--- src/sv/wrld_pkg.sv ---
// Package for the word run-length decoder.
// Holds the decoder phase type and the stream constants; depends on nothing.

package wrld_pkg;

   // Decoder phase: which byte of the stream is expected next.
   typedef enum logic [2:0] {
      PH_PLANE_HDR = 3'd0,
      PH_HDR       = 3'd1,
      PH_REP_HI    = 3'd2,
      PH_REP_LO    = 3'd3,
      PH_LIT_HI    = 3'd4,
      PH_LIT_LO    = 3'd5
   } phase_type;

   localparam int unsigned BYTE_W  = 8;
   localparam int unsigned WORD_W  = 16;
   localparam int unsigned COUNT_W = 8;

   // Header bytes at or above this value start a literal run.
   localparam logic [BYTE_W-1:0] LIT_HDR_MIN = 8'h80;

   // Plane length after reset.
   localparam logic [WORD_W-1:0] PLANE_WORDS_RST = 16'd1;

endpackage

--- src/sv/word_run_length_decoder.sv ---
// Word run-length decoder top level.
// Decodes a signed-header run-length byte stream into 16-bit word runs; uses wrld_pkg.

// The decoder takes one stream byte per cycle and never stalls on its own:
// req_stall is raised only while a word waits in the result register and the
// consumer stalls it. A header byte x >= 0 gives one result carrying the next
// word with a count of x+1; a header x < 0 gives -x results of count 1. Runs
// are cut to the words still missing from the plane, and the result that
// completes the plane carries rsp_last_of_plane. Header bytes and first word
// bytes give no result, so a word appears in the cycle after its second byte.
// A new plane_words value takes effect at the next plane's first header.

module word_run_length_decoder (
   input  logic        clock,
   input  logic        reset,
   // Configuration
   input  logic        csr_wr_en,
   input  logic [15:0] csr_wr_data,
   // Byte stream in
   input  logic        req_valid,
   output logic        req_stall,
   input  logic [7:0]  req_data_byte,
   // Decoded words out
   output logic        rsp_valid,
   input  logic        rsp_stall,
   output logic [15:0] rsp_word_value,
   output logic [7:0]  rsp_repeat_count,
   output logic        rsp_last_of_plane
);

   // State registers and their next values.
   wrld_pkg::phase_type                  phase_ff, phase_in;
   logic [wrld_pkg::COUNT_W-1:0]         run_left_ff, run_left_in;
   logic [wrld_pkg::BYTE_W-1:0]          high_byte_ff, high_byte_in;
   logic [wrld_pkg::WORD_W-1:0]          words_left_ff, words_left_in;
   logic [wrld_pkg::WORD_W-1:0]          plane_words_ff;

   // Result register.
   logic                                 rsp_valid_ff, rsp_valid_in;
   logic [wrld_pkg::WORD_W-1:0]          word_value_ff;
   logic [wrld_pkg::COUNT_W-1:0]         repeat_count_ff;
   logic                                 last_ff;

   // Decode outputs for the current byte.
   logic                                 accept;
   logic                                 word_done;
   logic [wrld_pkg::COUNT_W-1:0]         word_count;
   logic [wrld_pkg::WORD_W-1:0]          words_after;
   logic                                 word_last;
   logic [wrld_pkg::WORD_W-1:0]          wl_base;
   logic [wrld_pkg::COUNT_W-1:0]         want;

   // The byte side waits only while a finished word is held by the consumer.
   assign req_stall = rsp_valid_ff & rsp_stall;
   assign accept    = req_valid & ~req_stall;

   // Words left and run length at a header; a plane start reloads the plane length.
   always_comb begin
      if (phase_ff == wrld_pkg::PH_PLANE_HDR) begin
         wl_base = (plane_words_ff == '0) ? wrld_pkg::PLANE_WORDS_RST : plane_words_ff;
      end else begin
         wl_base = words_left_ff;
      end
      if (req_data_byte < wrld_pkg::LIT_HDR_MIN) begin
         want = req_data_byte + 8'd1;
      end else begin
         want = 8'd0 - req_data_byte;
      end
      // Clamp the run to the words still missing.
      if ({8'd0, want} > wl_base) begin
         want = wl_base[wrld_pkg::COUNT_W-1:0];
      end
   end

   // Phase sequencing and word completion.
   always_comb begin
      phase_in      = phase_ff;
      run_left_in   = run_left_ff;
      high_byte_in  = high_byte_ff;
      words_left_in = words_left_ff;
      word_done     = 1'b0;
      word_count    = 8'd1;
      case (phase_ff)
         wrld_pkg::PH_PLANE_HDR, wrld_pkg::PH_HDR: begin
            words_left_in = wl_base;
            run_left_in   = want;
            phase_in      = (req_data_byte < wrld_pkg::LIT_HDR_MIN) ?
                            wrld_pkg::PH_REP_HI : wrld_pkg::PH_LIT_HI;
         end
         wrld_pkg::PH_REP_HI: begin
            high_byte_in = req_data_byte;
            phase_in     = wrld_pkg::PH_REP_LO;
         end
         wrld_pkg::PH_REP_LO: begin
            word_done   = 1'b1;
            word_count  = run_left_ff;
            run_left_in = '0;
            phase_in    = wrld_pkg::PH_HDR;
         end
         wrld_pkg::PH_LIT_HI: begin
            high_byte_in = req_data_byte;
            phase_in     = wrld_pkg::PH_LIT_LO;
         end
         wrld_pkg::PH_LIT_LO: begin
            word_done   = 1'b1;
            run_left_in = run_left_ff - 8'd1;
            phase_in    = (run_left_in == '0) ? wrld_pkg::PH_HDR : wrld_pkg::PH_LIT_HI;
         end
         default: begin
            phase_in = wrld_pkg::PH_PLANE_HDR;
         end
      endcase

      words_after = words_left_ff - {8'd0, word_count};
      word_last   = (words_after == '0);
      if (word_done) begin
         words_left_in = words_after;
         // The word that completes the plane ends any run in progress.
         if (word_last) begin
            run_left_in = '0;
            phase_in    = wrld_pkg::PH_PLANE_HDR;
         end
      end
   end

   // Result register valid: loaded by a finished word, cleared when taken.
   always_comb begin
      if (accept && word_done) begin
         rsp_valid_in = 1'b1;
      end else if (!rsp_stall) begin
         rsp_valid_in = 1'b0;
      end else begin
         rsp_valid_in = rsp_valid_ff;
      end
   end

   // Control state and configuration.
   always_ff @(posedge clock) begin
      if (reset) begin
         phase_ff       <= wrld_pkg::PH_PLANE_HDR;
         run_left_ff    <= '0;
         high_byte_ff   <= '0;
         words_left_ff  <= wrld_pkg::PLANE_WORDS_RST;
         plane_words_ff <= wrld_pkg::PLANE_WORDS_RST;
         rsp_valid_ff   <= 1'b0;
      end else begin
         if (accept) begin
            phase_ff      <= phase_in;
            run_left_ff   <= run_left_in;
            high_byte_ff  <= high_byte_in;
            words_left_ff <= words_left_in;
         end
         if (csr_wr_en) begin
            plane_words_ff <= csr_wr_data;
         end
         rsp_valid_ff <= rsp_valid_in;
      end
   end

   // Result payload.
   always_ff @(posedge clock) begin
      if (accept && word_done) begin
         word_value_ff   <= {high_byte_ff, req_data_byte};
         repeat_count_ff <= word_count;
         last_ff         <= word_last;
      end
   end

   assign rsp_valid         = rsp_valid_ff;
   assign rsp_word_value    = word_value_ff;
   assign rsp_repeat_count  = repeat_count_ff;
   assign rsp_last_of_plane = last_ff;

   // A delivered word always covers at least one position of the plane.
   a_count_nonzero : assert property (@(posedge clock) disable iff (reset)
      rsp_valid_ff |-> (repeat_count_ff != '0))
      else $error("result word with zero repeat count");

   // Inside a run there is always a word pending and it fits the plane.
   a_run_fits : assert property (@(posedge clock) disable iff (reset)
      (phase_ff == wrld_pkg::PH_REP_HI || phase_ff == wrld_pkg::PH_REP_LO ||
       phase_ff == wrld_pkg::PH_LIT_HI || phase_ff == wrld_pkg::PH_LIT_LO)
      |-> (run_left_ff != '0) && ({8'd0, run_left_ff} <= words_left_ff))
      else $error("run length empty or beyond the plane");

   // The word that completes a plane sends the decoder back to a plane header.
   a_last_restarts : assert property (@(posedge clock) disable iff (reset)
      (accept && word_done && word_last) |=>
      (phase_ff == wrld_pkg::PH_PLANE_HDR) && rsp_valid_ff && last_ff)
      else $error("plane end did not restart the decoder");

   // A byte is never taken while a finished word is held back.
   a_no_overrun : assert property (@(posedge clock) disable iff (reset)
      (rsp_valid_ff && rsp_stall) |=> rsp_valid_ff && $stable(word_value_ff))
      else $error("held result word overwritten");

endmodule
--- config.mk ---
export PLATFORM = sky130hd
export DESIGN_NAME = word_run_length_decoder
export DESIGN_NICKNAME = d
export VERILOG_FILES = /design/src/sv/wrld_pkg.sv /design/src/sv/word_run_length_decoder.sv
export SDC_FILE = /design/constraint.sdc
export NUM_CORES = 1
export LEC_CHECK = 0
export BUFFER_PORTS_ARGS = -buffer_cell sky130_fd_sc_hd__buf_4
export CORE_MARGIN = 3
export CORE_UTILIZATION = 55
export DETAILED_ROUTE_END_ITERATION = 7
export HOLD_SLACK_MARGIN = 0.1
export PLACE_DENSITY = 0.74
export SYNTH_ARGS = -nofsm -noshare
export SYNTH_HDL_FRONTEND = slang
export SYNTH_SLANG_ARGS = --single-unit
export TNS_END_PERCENT = 20
--- constraint.sdc ---
create_clock -name clock -period 8.6 [get_ports clock]
set_input_delay 0.86 -clock clock [delete_from_list [all_inputs] [get_ports clock]]
set_output_delay 0.86 -clock clock [all_outputs]
set_load 0.05 [all_outputs]
==> results.tsv <==
metric	value	unit
CTS clk-pin slew, worst paths	90	ps
routed via count	4034	
min setup slack post-route	4410	ps
ANT cells	0	
Die Span X	96.5	µm
grt ovf	0	
Final Hold Fails	0	
Final Non-Filler Cells	659	
vias in the first global route	3796	
post-CTS sizing	0	
Net Count, Synth	553	
Hold Buf Count CTS	0	
layout cells sized above 1	0.151	
DP Cell Count	643	
DR DRC count	0	
setup_tns	0	ps
Clock Root Buffer	clkbuf_8	
Initial DRC Count	274	
Cell variety after synth	54	
WL per Instance	17.1	µm
Antenna Nets Post-Route	0	
Cells after Synth	505	
row cnt	32	
fin crit share	0.487	
crit path from	phase_ff[1]$_SDFFE_PP0P_	
Place WS	4210	ps
largest net degree at the start of global routing	51	
hold path cells	0	
run status	finished, final reports clean	
VDD IR max	0.000126	V
Avg Cell Area, Syn	8.92	µm²
Die Ht	96.5	µm
first-pass GRT wire length	17.8	mm
Yosys reg bits	77	
H-tree depth	3	
initial antenna violation count	0	
Crit Path Category	reg -> reg	
Post-DP HPWL	8.30	mm
worst-margin pin slew	917	ps
GPL Wtd Cong	0.947	
Tot GR Track Use	0.247	
Worst Skew	13.8	ps
CP max FO	14	
Die ar.	0.00931	mm²
clk_lat worst skew	350	ps
RSZ-0062 raised after global routing	false	
CP Capture Type	flop	
relative slew slack	0.387	
nets@finish	600	
Worst setup SP type	flop	
R2R Path Start	phase_ff[1]$_SDFFE_PP0P_	
Pre-antenna DRT Iters	5	
Design Area, Final	0.00519	mm²
CP arrival	4410	ps
post-layout minimum cycle time	4190	ps
worst hold-check path type	reg -> reg	
Post-Syn Area	0.00450	mm²
Synth async-reset ratio	0	
sequential share of the synthesized area	0.398	
Post-synth EDFFs	25	
Core ar.	0.00785	mm²
reg2reg path depth	12	
max-slew violation count	0	
input/output buffers	55	
R2R Setup Slk	4410	ps
capturing point of the worst reg2reg path	run_left_ff[4]$_SDFFE_PP0P_	
max_cap viols	0	
P per Cell Area	203	mW/mm²
Req. time, crit path	8820	ps
Starting Density	0.574	
CTS tree	yes	
static leakage	0.00218	µW
hold slack	440	ps
Max Fclk	0.239	GHz
number of top-level pins	56	
CP endpoint	run_left_ff[4]$_SDFFE_PP0P_	
DR vias/cell	6.12	
layout overhead on the synthesized area	15.3	%
final setup violation count	0	
clock buffer depth	2	
clock sink count	77	
WL final	11.3	mm
Warnings, synthesis	0	
setup bufs post-CTS	0	
Num CTS Buffers	9	
commonest register cell after synthesis	dfxtp_1	
Post-DP Area	0.00498	mm²
cell type report:
cell class	instances	area, µm²
fillers	690	2660
multi-input cells	383	2530
flip-flops and latches	77	1790
repair buffers	59	443
clock buffers	12	178
well taps	102	128
inverters	22	82.6
clock inverters	4	33.8
critical path: stages, from the launching register on:
cell      delay [ps]
dfxtp_1          620
nand2_1          100
nor2_1           380
nand2_1          220
fa_1             470
a211oi_1         380
nor2_1           130
o41ai_2          500
mux2i_1          300
and4_1           220
nand4_1          280
a221oi_1         380
nor3_1            80
cells in the mapped netlist, types with 14 or more instances:
cell type / n / area (µm²)
o21ai_0: 17 / 85.1
nor3_1: 15 / 75.1
a211oi_1: 14 / 105
edfxtp_1: 25 / 751
mux2i_1: 36 / 360
nor2_1: 74 / 278
nand2_1: 38 / 143
ha_1: 18 / 225
clkbuf_1: 18 / 67.6
a21oi_1: 31 / 155
dfxtp_1: 52 / 1040
inv_1: 22 / 82.6
metal layers:
layer  up-vias  GRT usage  part of all wire
li1       1928          -                 -
met1      1903      0.295              0.41
met2       172      0.436              0.49
met3        31     0.0573             0.073
met4         0     0.0794             0.023
met5         -          0                 0
worst min path at each step:
| stage | start | slack [ps] | to |
|---|---|---|---|
| final | high_byte_ff[6]$_SDFFE_PP0P_ | 440 | rsp_word_value[14]$_DFFE_PP_ |
| after global routing | high_byte_ff[6]$_SDFFE_PP0P_ | 450 | rsp_word_value[14]$_DFFE_PP_ |
| after CTS | high_byte_ff[6]$_SDFFE_PP0P_ | 440 | rsp_word_value[14]$_DFFE_PP_ |
| after detailed placement | high_byte_ff[6]$_SDFFE_PP0P_ | 420 | rsp_word_value[14]$_DFFE_PP_ |
| after global placement | high_byte_ff[6]$_SDFFE_PP0P_ | 410 | rsp_word_value[14]$_DFFE_PP_ |
| after floorplan | high_byte_ff[2]$_SDFFE_PP0P_ | 410 | rsp_word_value[10]$_DFFE_PP_ |
power by group:
part | switching [µW] | internal [µW] | leakage, µW
clock | 145 | 143 | 0.000104
sequential | 34.2 | 400 | 0.000657
combinational | 191 | 141 | 0.00142
total | 371 | 684 | 0.00218
flip-flops by register name (all words and copies together) (netlist names):
signal             flops
rsp_valid              1
plane_words_ff        16
phase_ff               3
rsp_last_of_plane      1
rsp_word_value        16
run_left_ff            8
words_left_ff         16
high_byte_ff           8
rsp_repeat_count       8
per-stage QoR:
step	util	total power [µW]
after floorplan	-	689
after global placement	0.634	758
after detailed placement	0.634	766
after CTS	0.661	1060
after global routing	0.661	1110
final	0.661	1050
cell families (layout without fill, tap and decap cells):
kind of cell    Yosys count  in the layout  share of synthesized area
compound gates          117            117                      0.177
xor+xnor                 23             23                     0.0447
fa+ha+maj                19             19                     0.0545
buf+inv                  45             97                     0.0400
flops                    77             77                      0.398
mux                      38             38                     0.0900
simple gates            186            186                      0.196
cells in the final DEF (no fill, tap or decap), drive strengths merged, types with 12 or more instances in the layout:
| master | Yosys | final |
|---|---|---|
| a211oi | 14 | 14 |
| a21oi | 31 | 31 |
| buf | 5 | 59 |
| clkbuf | 18 | 12 |
| dfxtp | 52 | 52 |
| edfxtp | 25 | 25 |
| ha | 18 | 18 |
| inv | 22 | 25 |
| mux2i | 38 | 38 |
| nand2 | 38 | 38 |
| nor2 | 74 | 74 |
| nor3 | 15 | 15 |
| o21ai | 17 | 17 |
| xor2 | 13 | 13 |
Note: power is estimated with default switching activity, not from simulation.
